--- src/rtl/sibl_pkg.sv ---
// Shared types and constants for the scale-invariant BerHu loss block.
// Used by every module under rtl; depends on nothing.
package sibl_pkg;

  typedef enum logic [3:0] {
    ST_LOAD, ST_BASE, ST_MEAN, ST_THR, ST_PASS, ST_DRAIN,
    ST_CHK, ST_T1, ST_SQ, ST_WT, ST_T2, ST_DONE
  } state_t;

  localparam logic [2:0] CFG_MODE    = 3'd0;
  localparam logic [2:0] CFG_MIN     = 3'd1;
  localparam logic [2:0] CFG_MAX     = 3'd2;
  localparam logic [2:0] CFG_LRATE   = 3'd3;
  localparam logic [2:0] CFG_URATE   = 3'd4;
  localparam logic [2:0] CFG_DBAND   = 3'd5;
  localparam logic [2:0] CFG_WEIGHT  = 3'd6;

  localparam int MODE_AVG    = 0;
  localparam int MODE_RANGE  = 1;
  localparam int MODE_ADJUST = 2;
  localparam int MODE_UPPER  = 3;

  localparam int DIFF_W  = 33;
  localparam int ENTRY_W = 34;
  localparam int CLAMP_W = 34;
  localparam int SQ_W    = 66;
  localparam int NUM_W   = 128;
  localparam int DEN_W   = 64;

  localparam logic [63:0] SAT63 = 64'h7FFF_FFFF_FFFF_FFFF;

  localparam logic [3:0]  MODE_RST   = 4'd4;
  localparam logic [31:0] MIN_RST    = 32'd1;
  localparam logic [31:0] MAX_RST    = 32'h7FFF_FFFF;
  localparam logic [15:0] LRATE_RST  = 16'd13107;

endpackage

--- src/rtl/sibl_mul.sv ---
// Shift-and-add multiplier, one multiplier bit per cycle.
// Uses sibl_pkg for operand widths.
module sibl_mul (
  input  logic                       clk,
  input  logic                       rst_n,
  input  logic                       start,
  input  logic [sibl_pkg::NUM_W-1:0] a,
  input  logic [sibl_pkg::DEN_W-1:0] b,
  output logic                       done,
  output logic [sibl_pkg::NUM_W-1:0] prod
);
  import sibl_pkg::*;

  logic             busy_r;
  logic [NUM_W-1:0] acc_r;
  logic [NUM_W-1:0] a_r;
  logic [DEN_W-1:0] b_r;

  assign done = busy_r && (b_r == '0);
  assign prod = acc_r;

  always_ff @(posedge clk) begin
    if (!rst_n) begin
      busy_r <= 1'b0;
    end else if (start) begin
      busy_r <= 1'b1;
    end else if (done) begin
      busy_r <= 1'b0;
    end
  end

  always_ff @(posedge clk) begin
    if (start) begin
      acc_r <= '0;
      a_r   <= a;
      b_r   <= b;
    end else if (busy_r && (b_r != '0)) begin
      if (b_r[0]) begin
        acc_r <= acc_r + a_r;
      end
      a_r <= {a_r[NUM_W-2:0], 1'b0};
      b_r <= {1'b0, b_r[DEN_W-1:1]};
    end
  end

endmodule

--- config.mk ---
export PLATFORM = sky130hd
export DESIGN_NAME = sibl_mul
export DESIGN_NICKNAME = d
export VERILOG_FILES = /design/src/rtl/sibl_pkg.sv /design/src/rtl/sibl_mul.sv
export SDC_FILE = /design/constraint.sdc
export NUM_CORES = 1
export LEC_CHECK = 0
export BUFFER_PORTS_ARGS = -buffer_cell sky130_fd_sc_hd__buf_2
export CORE_MARGIN = 2
export CORE_UTILIZATION = 58
export DETAILED_ROUTE_END_ITERATION = 6
export MAX_ROUTING_LAYER = met4
export PLACE_DENSITY = 0.9
export SLEW_MARGIN = 25
export SYNTH_ARGS = -nofsm -noshare
export SYNTH_HDL_FRONTEND = slang
export SYNTH_SLANG_ARGS = --single-unit
--- constraint.sdc ---
create_clock -name clk -period 4.7 [get_ports clk]
set_input_delay 0.47 -clock clk [delete_from_list [all_inputs] [get_ports clk]]
set_output_delay 0.47 -clock clk [all_outputs]
set_load 0.005 [all_outputs]
# Word level (Yosys, flattened, before mapping)
# Cells that the tools add are included.
dict set report totals {
  out_inout_bits 129
  word_cells 18
  ff_bits 321
  input_bits 195
}
dict set report op_classes {
  n_addsub 1
  n_reduce_logical 7
  mux 6
}
# op count
set op_table {}
lappend op_table {{$mux 128} 2}
lappend op_table {{$add 128x128->128} 1}
lappend op_table {{$mux 64} 2}
lappend op_table {{$logic_not 64->1} 1}
lappend op_table {{$reduce_bool 64->1} 1}
lappend op_table {{$reduce_bool 2->1} 2}
lappend op_table {{$logic_and 1x1->1} 2}
lappend op_table {{$mux 1} 2}
lappend op_table {{$reduce_and 2->1} 1}

# Longest topological paths before layout
# Gate-level depths: netlist of the first run.
dict set report depth {
  word_depth 4
  mapped_depth 14
  ltp_nobuf 14
}

# Least setup slack after synthesis of the first run
# Ideal clock, no wire load.
dict set report synth_path {
  kind {in2reg}
  startpoint {input port start}
  endpoint {register a_r[0], enable pin}
  arrival_ns 3.327
  t_required_ns 4.227
  slack_ns 0.901
  path_stages 3
  setup_time_ns 0.473
  path_buffers 2
  cell_sequence {clkbuf_1 -> clkbuf_1 -> or2_2}
}
dict set report synth_via {
  elab_chain_cells 1
}
# element line_no
set synth_rtl {}
lappend synth_rtl {{from (decl)} sibl_mul.sv:6} ;# input logic start,
lappend synth_rtl {{$reduce_bool 2->1 (no source line)} -}
lappend synth_rtl {{to (signal assigned)} sibl_mul.sv:41} ;# a_r <= {a_r[NUM_W-2:0], 1'b0};
lappend synth_rtl {{to (decl)} sibl_mul.sv:16} ;# logic [NUM_W-1:0] a_r;
# No other way between the ends.
# A chain may end at the register's enable or synchronous reset.

# Worst setup path after layout of the first run
dict set report layout_path {
  startpoint {register a_r[0]}
  endpoint {register acc_r[122] (netlist: prod[122])}
}
dict set report layout_via {
  elab_chain_cells 1
}
# element line_no
set layout_rtl {}
lappend layout_rtl {{$add 128x128->128} sibl_mul.sv:39} ;# acc_r <= acc_r + a_r;
lappend layout_rtl {{to (signal assigned)} sibl_mul.sv:39}
lappend layout_rtl {{to (decl)} sibl_mul.sv:15} ;# logic [NUM_W-1:0] acc_r;
# No other way between the ends.

==> impl_summary.md, run 1 <==
Outcome
The flow ran to the end, and the final reports show no timing, DRC or antenna violations.

Clock tree
Hold repair after CTS inserted 0 buffers. Clock-pin slew was measured on the worst setup and hold paths at 60 ps. The CTS tree is built.

The clock root buffer is sky130_fd_sc_hd__clkbuf_16. The clock reaches the later pin of the worst-skew pair after 580 ps. The setup fix buffers added after clock tree synthesis is 0. The longest clock path from root to sink contains 3 buffers. The total number of H-tree levels is 2.

The post-cts gate resize count is 0. TritonCTS created 38 clock buffers. The number of sinks driven by the clock tree is 321.

Detailed routing
The number of design-rule violations left by the first detailed-router iteration is 1,957. The final routed wirelength across all metal layers is 63,200 µm. For this run, design rule violations remaining after detail routing come to 0.

The pre-antenna-repair detailed-routing pass consisted of 6 iterations. The count of nets left with antenna violations once routing finished came out at 0. The final routed wire length divided by cell count is 21.0 µm.

The total number of vias is 18.9k. The mean number of vias per cell is 6.31.

Final layout
The fraction of final layout cells with drive strength greater than 1 is 24.1%. After the last flow step, the layout net total stands at 2,825. In the layout the commonest cells are sky130_fd_sc_hd__buf_2, sky130_fd_sc_hd__nand2_1, sky130_fd_sc_hd__a21oi_1, sky130_fd_sc_hd__edfxtp_1, sky130_fd_sc_hd__mux2_2. The synthesis-to-layout area growth is 14.5%.

Leaving out fill and tap cells, the most frequent cell in the layout is sky130_fd_sc_hd__buf_2.

Synth
The Yosys step of the flow raised 0 warnings. The cell area that synthesis handed to floorplanning was 21,100 µm². Yosys mapped a number of flops with a built-in enable equal to 192. For this run, the leading register cell type out of synthesis is sky130_fd_sc_hd__edfxtp_1.

For this run, asynchronously set or reset flops after synthesis account for 0%. The post-synthesis cell type with the largest combined area is sky130_fd_sc_hd__edfxtp_1. A synthesized cell averages 9.28 µm².

The synthesized netlist net count is 2,592. Yosys mapped the design onto 80 distinct sky130hd cell types. Sorting the synthesized cells by area gives the leading types as sky130_fd_sc_hd__edfxtp_1, sky130_fd_sc_hd__dfxtp_1, sky130_fd_sc_hd__mux2_2. The area fraction of the dominant cell type after synthesis is 27.4%.

The number of register bits inferred by synthesis is 321. The sequential area share after synthesis is 39.7%. The cell count after synthesis came out at 2,269.

Power
The worst-case IR drop observed on VDD is 276 µV. Power spread over the standard cell area amounts to 371 nW/µm². The leakage power is 10.2 nW. The completed layout was analyzed and its total power is 0.00894 W.

STA
In this run the tightest slew margin relative to its limit is 39.3%. The final clock period utilization by the worst path is 92.9%. For the finished layout, the period the worst path requires is 4370 ps. The maximum clock frequency is 0.229 GHz. The setup total negative slack is 0 ps. The number of hold violations in the final report is 0. Clock skew on the completed layout was measured at 22.4 ps.

The final-report max-slew violation count was 0. Setup repair after global routing left no endpoint under its margin. The count of endpoints failing setup in the final report is 0. For the pin with the worst max-slew slack, the measured transition is 911 ps.

Min path
The worst hold path passes through 2 cells. In this run the most critical hold path is launched from rst_n. The terminating pin of the worst hold path is busy_r. The worst hold path belongs to the class input pin to flop.

Global routing
The pin count of the biggest net entering global routing is 107. The number of antenna violations at the first check in global routing is 9. The via count of the first global-routing pass came to 18.5k. After global routing the overflow that remains totals 0.

The first global-routing pass estimated 98,500 µm of wire. Global routing used 33.3% of the available tracks.

Setup path
The endpoint of the worst-slack reg-to-reg timing path is prod[122]. For the worst flop-to-flop path, the logic depth is 14. The worst setup path is launched from a flop. The data required time at the worst endpoint is 5170 ps. The category of the most critical setup path is flop to flop. In this run the critical register-to-register path is launched from a_r[0].

The type of element capturing the critical path is a flop. For the worst setup path, the data arrival time is 4830 ps. In this run the register-to-register setup slack is 330 ps. The maximum fanout along the worst path is 4.

Floorplan
The die is 195 µm wide. The number of top-level design ports is 324. The number of standard-cell rows in the floorplan is 69. The effective utilization at floorplan is 59.0%. The die covers 37,800 µm². The core region area is 35,700 µm². The floorplan step set the die height to 195 µm.

Place
During placement, the flow inserted port buffers numbering 323. The total half-perimeter wirelength after legalization and detailed placement is 47,000 µm. The weighted congestion reported at the end of routability-driven placement is 0.965.

Job
The tool flagged a number of max-cap violations equal to 0.
worst max path at each step:
stage | from | depth (start not counted) | slack [ps] | end
floorplan | start | 3 | 900 | a_r[0]
global placement | a_r[0] | 14 | 570 | prod[122]
detailed placement | a_r[0] | 14 | 440 | prod[122]
CTS | a_r[0] | 14 | 400 | prod[122]
global route | a_r[0] | 14 | 120 | prod[122]
finish | a_r[0] | 14 | 330 | prod[122]
per-stage QoR:
| stage | worst slack (ps) | std cells | util (%) | hold slack, ps | area [µm²] |
|---|---|---|---|---|---|
| 3_3_place_gp | 567 | 2923 | 63.9 | 451 | 22800 |
| 3_5_place_dp | 436 | 2923 | 63.9 | 461 | 22800 |
| 4_1_cts | 396 | 2993 | 67.6 | 122 | 24100 |
| 5_1_grt | 118 | 3002 | 67.6 | 133 | 24100 |
| 2_1_floorplan | 901 | 2269 | - | 459 | 21100 |
| 6_report | 333 | 3002 | 67.6 | 136 | 24100 |
registers in the layout (all words and copies together) (netlist names):
signal,flops
prod,128
busy_r,1
a_r,128
b_r,64
kinds of logic (layout without fill, tap and decap cells):
| logic type | Yosys count | count (layout) | synth area share, % |
|---|---|---|---|
| flip-flops | 321 | 321 | 39.7 |
| AO/OA/AOI/OAI | 676 | 676 | 19.7 |
| AND/OR/NAND/NOR | 653 | 653 | 14.5 |
| other | 0 | 9 | 0 |
| buffers and inverters | 191 | 454 | 3.69 |
| XOR/XNOR | 108 | 108 | 4.49 |
| multiplexers | 192 | 192 | 10.3 |
| adder cells (fa/ha/maj) | 128 | 128 | 7.64 |
power by group:
part,switching (W),total [W],internal [W]
clock network,0.00126,0.00314,0.00188
registers,0.000209,0.00352,0.00331
logic,0.00138,0.00227,0.000897
total,0.00285,0.00894,0.00609
worst max-delay path, stage by stage, from the launching register on:
cell and delay [ps]:
sky130_fd_sc_hd__edfxtp_1 400, sky130_fd_sc_hd__ha_1 240, sky130_fd_sc_hd__fa_1 440, sky130_fd_sc_hd__a211oi_1 340, sky130_fd_sc_hd__o21ai_1 140, sky130_fd_sc_hd__a221oi_2 430, sky130_fd_sc_hd__o21ai_0 310, sky130_fd_sc_hd__a211oi_2 480
sky130_fd_sc_hd__nor3_1 130, sky130_fd_sc_hd__a21oi_1 330, sky130_fd_sc_hd__o31ai_1 190, sky130_fd_sc_hd__a21boi_1 310, sky130_fd_sc_hd__o221ai_1 170, sky130_fd_sc_hd__xor2_1 170, sky130_fd_sc_hd__a22o_1 180
area by class of cell:
| type | instances | area (µm²) |
|---|---|---|
| antenna | 9 | 22.5 |
| clock buffer | 51 | 1020 |
| clock inverter | 19 | 292 |
| fill | 2790 | 11500 |
| inverter | 50 | 188 |
| multi-input combinational | 1757 | 11900 |
| sequential | 321 | 8350 |
| tap | 461 | 577 |
| timing repair buffer | 334 | 1720 |
routing by layer:
layer | global-route usage, % | wire length, µm
met5 | - | 0
met4 | 12.5 | 2310
met3 | 6.56 | 5380
met2 | 53.4 | 29700
met1 | 41.7 | 25800
Yosys cell counts (all sizes together), types with 11 or more instances:
| master | count |
|---|---|
| a21boi | 12 |
| edfxtp | 192 |
| ha | 127 |
| nand2b | 11 |
| inv | 50 |
| mux2 | 191 |
| nor2b | 13 |
| xor2 | 50 |
| buf | 39 |
| xnor2 | 58 |
| o21ai | 135 |
| a21oi | 280 |
| nor4 | 31 |
| dfxtp | 129 |
| nor2 | 119 |
| o31ai | 12 |
| a211oi | 15 |
| a21o | 80 |
| o21a | 19 |
| nor3 | 28 |
| nand4 | 78 |
| nand3 | 17 |
| a31oi | 31 |
| nand2 | 301 |
| clkbuf | 102 |
| o21bai | 36 |
(Power assumes the default switching activity.)
==> run 2, diff against run 1 <==
--- a/config.mk
+++ b/config.mk
@@ -7,10 +7,10 @@
 export LEC_CHECK = 0
 export BUFFER_PORTS_ARGS = -buffer_cell sky130_fd_sc_hd__buf_2
 export CORE_MARGIN = 2
-export CORE_UTILIZATION = 58
+export CORE_UTILIZATION = 63
 export DETAILED_ROUTE_END_ITERATION = 6
 export MAX_ROUTING_LAYER = met4
-export PLACE_DENSITY = 0.9
+export PLACE_DENSITY = 0.95
 export SLEW_MARGIN = 25
 export SYNTH_ARGS = -nofsm -noshare
 export SYNTH_HDL_FRONTEND = slang
==> constraint.sdc (replaced) <==
create_clock -name clk -period 5.65 [get_ports clk]
set_input_delay 0.565 -clock clk [delete_from_list [all_inputs] [get_ports clk]]
set_output_delay 0.565 -clock clk [all_outputs]
set_load 0.005 [all_outputs]
==> run 2 against run 1 <==
Against the previous run:
- clock power fell by 21%
- critical path depth fell by 1
- first-iteration DRC count fell by 2.0%
- combinational power fell by 16%
- clock skew rose by 9.3 ps
- global-route usage rose by 4.0 points
- register-to-register slack improved by 940 ps
- design area fell by 0.61%
- flip-flop and latch count did not move
- sequential power fell by 17%
- setup slack improved by 940 ps
- count of clock-buffer cells in the layout fell by 1
- largest power group unchanged
==> impl_summary.md, run 2 (same netlist as run 1, synthesis figures left out) <==
Outcome
The flow ran to the end, and the final reports show no timing, DRC or antenna violations.

Clock tree
The setup fix buffers added after clock tree synthesis is 0. The post-cts gate resize count is 0. The clock buffer count from CTS is 37. The clock root buffer is sky130_fd_sc_hd__clkbuf_16. The tree built by TritonCTS fans out to 321 sinks. After clock tree synthesis, the flow added hold-fix buffers numbering 0. TritonCTS built the clock tree. Clock latency on the worst-skew pair, taken at its later pin, is 590 ps. The H-tree was split into 2 levels. The maximum buffer depth of the clock tree is 3. The clock slew at the register clock pins of the worst setup and hold paths is 70 ps.

Detailed routing
The final routed wirelength across all metal layers is 65,100 µm. For this run, the detailed router's first-pass iteration total came to 7. After detailed routing, the number of vias per cell comes to 6.53. The total number of vias is 19.4k. The final routed wire length divided by cell count is 21.9 µm. After detailed routing, the number of remaining DRC violations is 0. In this run the remaining antenna-violating nets after routing total 0. The number of design-rule violations left by the first detailed-router iteration is 1,917.

STA
The tightest hold path in the finished design has a slack of 199 ps. Setup repair after global routing left no endpoint under its margin. The final critical path time including I/O delays and setup is 4370 ps.

The final-report max-slew violation count came to 0. On the final layout, the worst clock skew is 31.7 ps. Based on the critical path, the design can be clocked at up to 0.229 GHz. The final clock period utilization by the worst path is 77.4%. The setup total negative slack is 0 ps. The number of hold violations in the final report was 0. Across all setup checks in the final design, the least slack found is 1280 ps.

Setup violations remaining at the end of the flow were counted as 0. Headroom to the max-slew limit came out at 32.7%. The slew at the pin closest to its max-slew limit is 1010 ps.

Final layout
Cells with a size suffix above 1 make up 23.9% of the layout. From synthesis to final layout, the design area changed by 13.9%. The most common cell after layout, fill and taps aside is sky130_fd_sc_hd__buf_2.

In the final design database the tool counted 2,821 nets. After filler insertion, the fill cell instance count of the layout stands at 2,340. The top cell types in the final layout, fill and taps aside, are sky130_fd_sc_hd__buf_2, sky130_fd_sc_hd__nand2_1, sky130_fd_sc_hd__a21oi_1, sky130_fd_sc_hd__edfxtp_1, sky130_fd_sc_hd__mux2_2.

Setup path
The worst setup path is launched from a flop. STA classifies the critical path endpoint as a flop. At the worst endpoint, the required time is 6150 ps. The maximum fanout along the worst path is 5. In this run the register-to-register setup slack is 1280 ps.

The number of cells on the worst reg-to-reg path is 13. In this run the critical register-to-register path is launched from a_r[8]. By startpoint and endpoint, the worst setup path is classified as flop to flop. The arrival time at the worst endpoint is 4870 ps. The worst register-to-register path ends at prod[123].

Power
The internal portion of the total power is 0.00489 W. Combinational logic is responsible for 26.1% of the overall power. The leakage power is 10.1 nW. In this run the power spent charging and discharging nets is 0.00242 W. The worst-case IR drop observed on VDD is 300 µV. The total power divided by cell area is 305 nW/µm².

The share of total power in sequential cells is 40.1%. Net switching is 33.1% of the power. The proportion of power drawn by the clock network is 33.8%.

Floorplan
The core region area is 32,700 µm². The number of standard-cell rows in the floorplan is 66. The effective utilization at floorplan is 64.4%. Measured along the y axis, the die boundary spans 187 µm. The die is 187 µm wide. 324 I/O pins were placed. The floorplan step defined a die boundary enclosing 34,900 µm².

Global routing
The global-route wire length before repair is 102,000 µm. The via count of the first global-routing pass is 19.1k. The number of antenna violations at the first check in global routing was 7.

The leftover overflow at the end of global routing is 0. The total global-route track usage is 37.3%. The pin count of the biggest net entering global routing is 125.

Place
The number of I/O port buffers is 323. At the end of routability-driven placement, the weighted congestion stood at 1.00. The total half-perimeter wirelength after legalization and detailed placement is 46,800 µm. Prior to clock tree synthesis, the placed netlist has a worst setup slack of 1430 ps.

Min path
For hold timing, the worst endpoint is busy_r. The hold path startpoint is rst_n. The cell depth of the worst hold path is 2. The path class of the tightest hold or removal check is input pin to flop.

Job
Across the run, the number of max-cap violations was 0.
-- run 2: power by group through the flow --
stage	sequential [W]	clock, W	combinational [W]
3_3_place_gp	0.00295	0	0.00179
2_1_floorplan	0.00291	0	0.00134
4_1_cts	0.00292	0.00247	0.00186
6_report	0.00293	0.00247	0.00191
5_1_grt	0.00295	0.00257	0.00206
3_5_place_dp	0.00297	0	0.00184
-- run 2: worst max-delay path by stage --
stage,cells past startpoint,to,slack [ps],from
2_1_floorplan,3,a_r[0],1760,start
3_3_place_gp,14,prod[122],1550,a_r[0]
3_5_place_dp,14,prod[122],1430,a_r[0]
4_1_cts,14,prod[122],1380,a_r[0]
5_1_grt,14,prod[122],1080,a_r[0]
6_report,13,prod[123],1280,a_r[8]
-- run 2: metrics by stage --
step                      util, %  area (µm²)  instances  total power, W
after floorplan                 -       21100       2269         0.00425
after global placement       69.5       22700       2901         0.00473
after detailed placement     69.5       22700       2901         0.00480
after CTS                    73.2       23900       2969         0.00726
after global routing         73.3       24000       2976         0.00758
final                        73.3       24000       2977         0.00731
-- run 2: cell type report --
| class | instances | area (µm²) | share of cell area [%] |
|---|---|---|---|
| Tap cell | 442 | 553 | 2.31 |
| Inverter | 50 | 188 | 0.783 |
| Antenna cell | 8 | 20.0 | 0.0835 |
| Clock buffer | 50 | 985 | 4.11 |
| Clock inverter | 18 | 234 | 0.976 |
| Sequential cell | 321 | 8350 | 34.8 |
| Multi-Input combinational cell | 1757 | 11900 | 49.8 |
| Timing Repair Buffer | 331 | 1700 | 7.09 |
-- run 2: metal layers --
layer | vias to the layer above | track usage [%] | share of wire, % | wire [µm]
met4 | 0 | 17.1 | 4.8 | 3100
li1 | 8876 | - | - | -
met2 | 1155 | 59.0 | 47 | 30300
met1 | 9176 | 46.1 | 39 | 25400
met5 | - | - | 0 | 0
met3 | 239 | 7.52 | 9.7 | 6310
-- run 2: critical path: stages (launching register included) --
cell and delay [ps]:
sky130_fd_sc_hd__edfxtp_1 410, sky130_fd_sc_hd__ha_1 430, sky130_fd_sc_hd__and3_1 240, sky130_fd_sc_hd__nand2_1 70, sky130_fd_sc_hd__a21oi_1 220, sky130_fd_sc_hd__o21ai_1 160, sky130_fd_sc_hd__a211oi_1 640, sky130_fd_sc_hd__o311ai_1 330
sky130_fd_sc_hd__a21o_1 330, sky130_fd_sc_hd__a211oi_2 340, sky130_fd_sc_hd__or2_2 270, sky130_fd_sc_hd__a311oi_2 180, sky130_fd_sc_hd__or4_1 540, sky130_fd_sc_hd__nand3_1 120
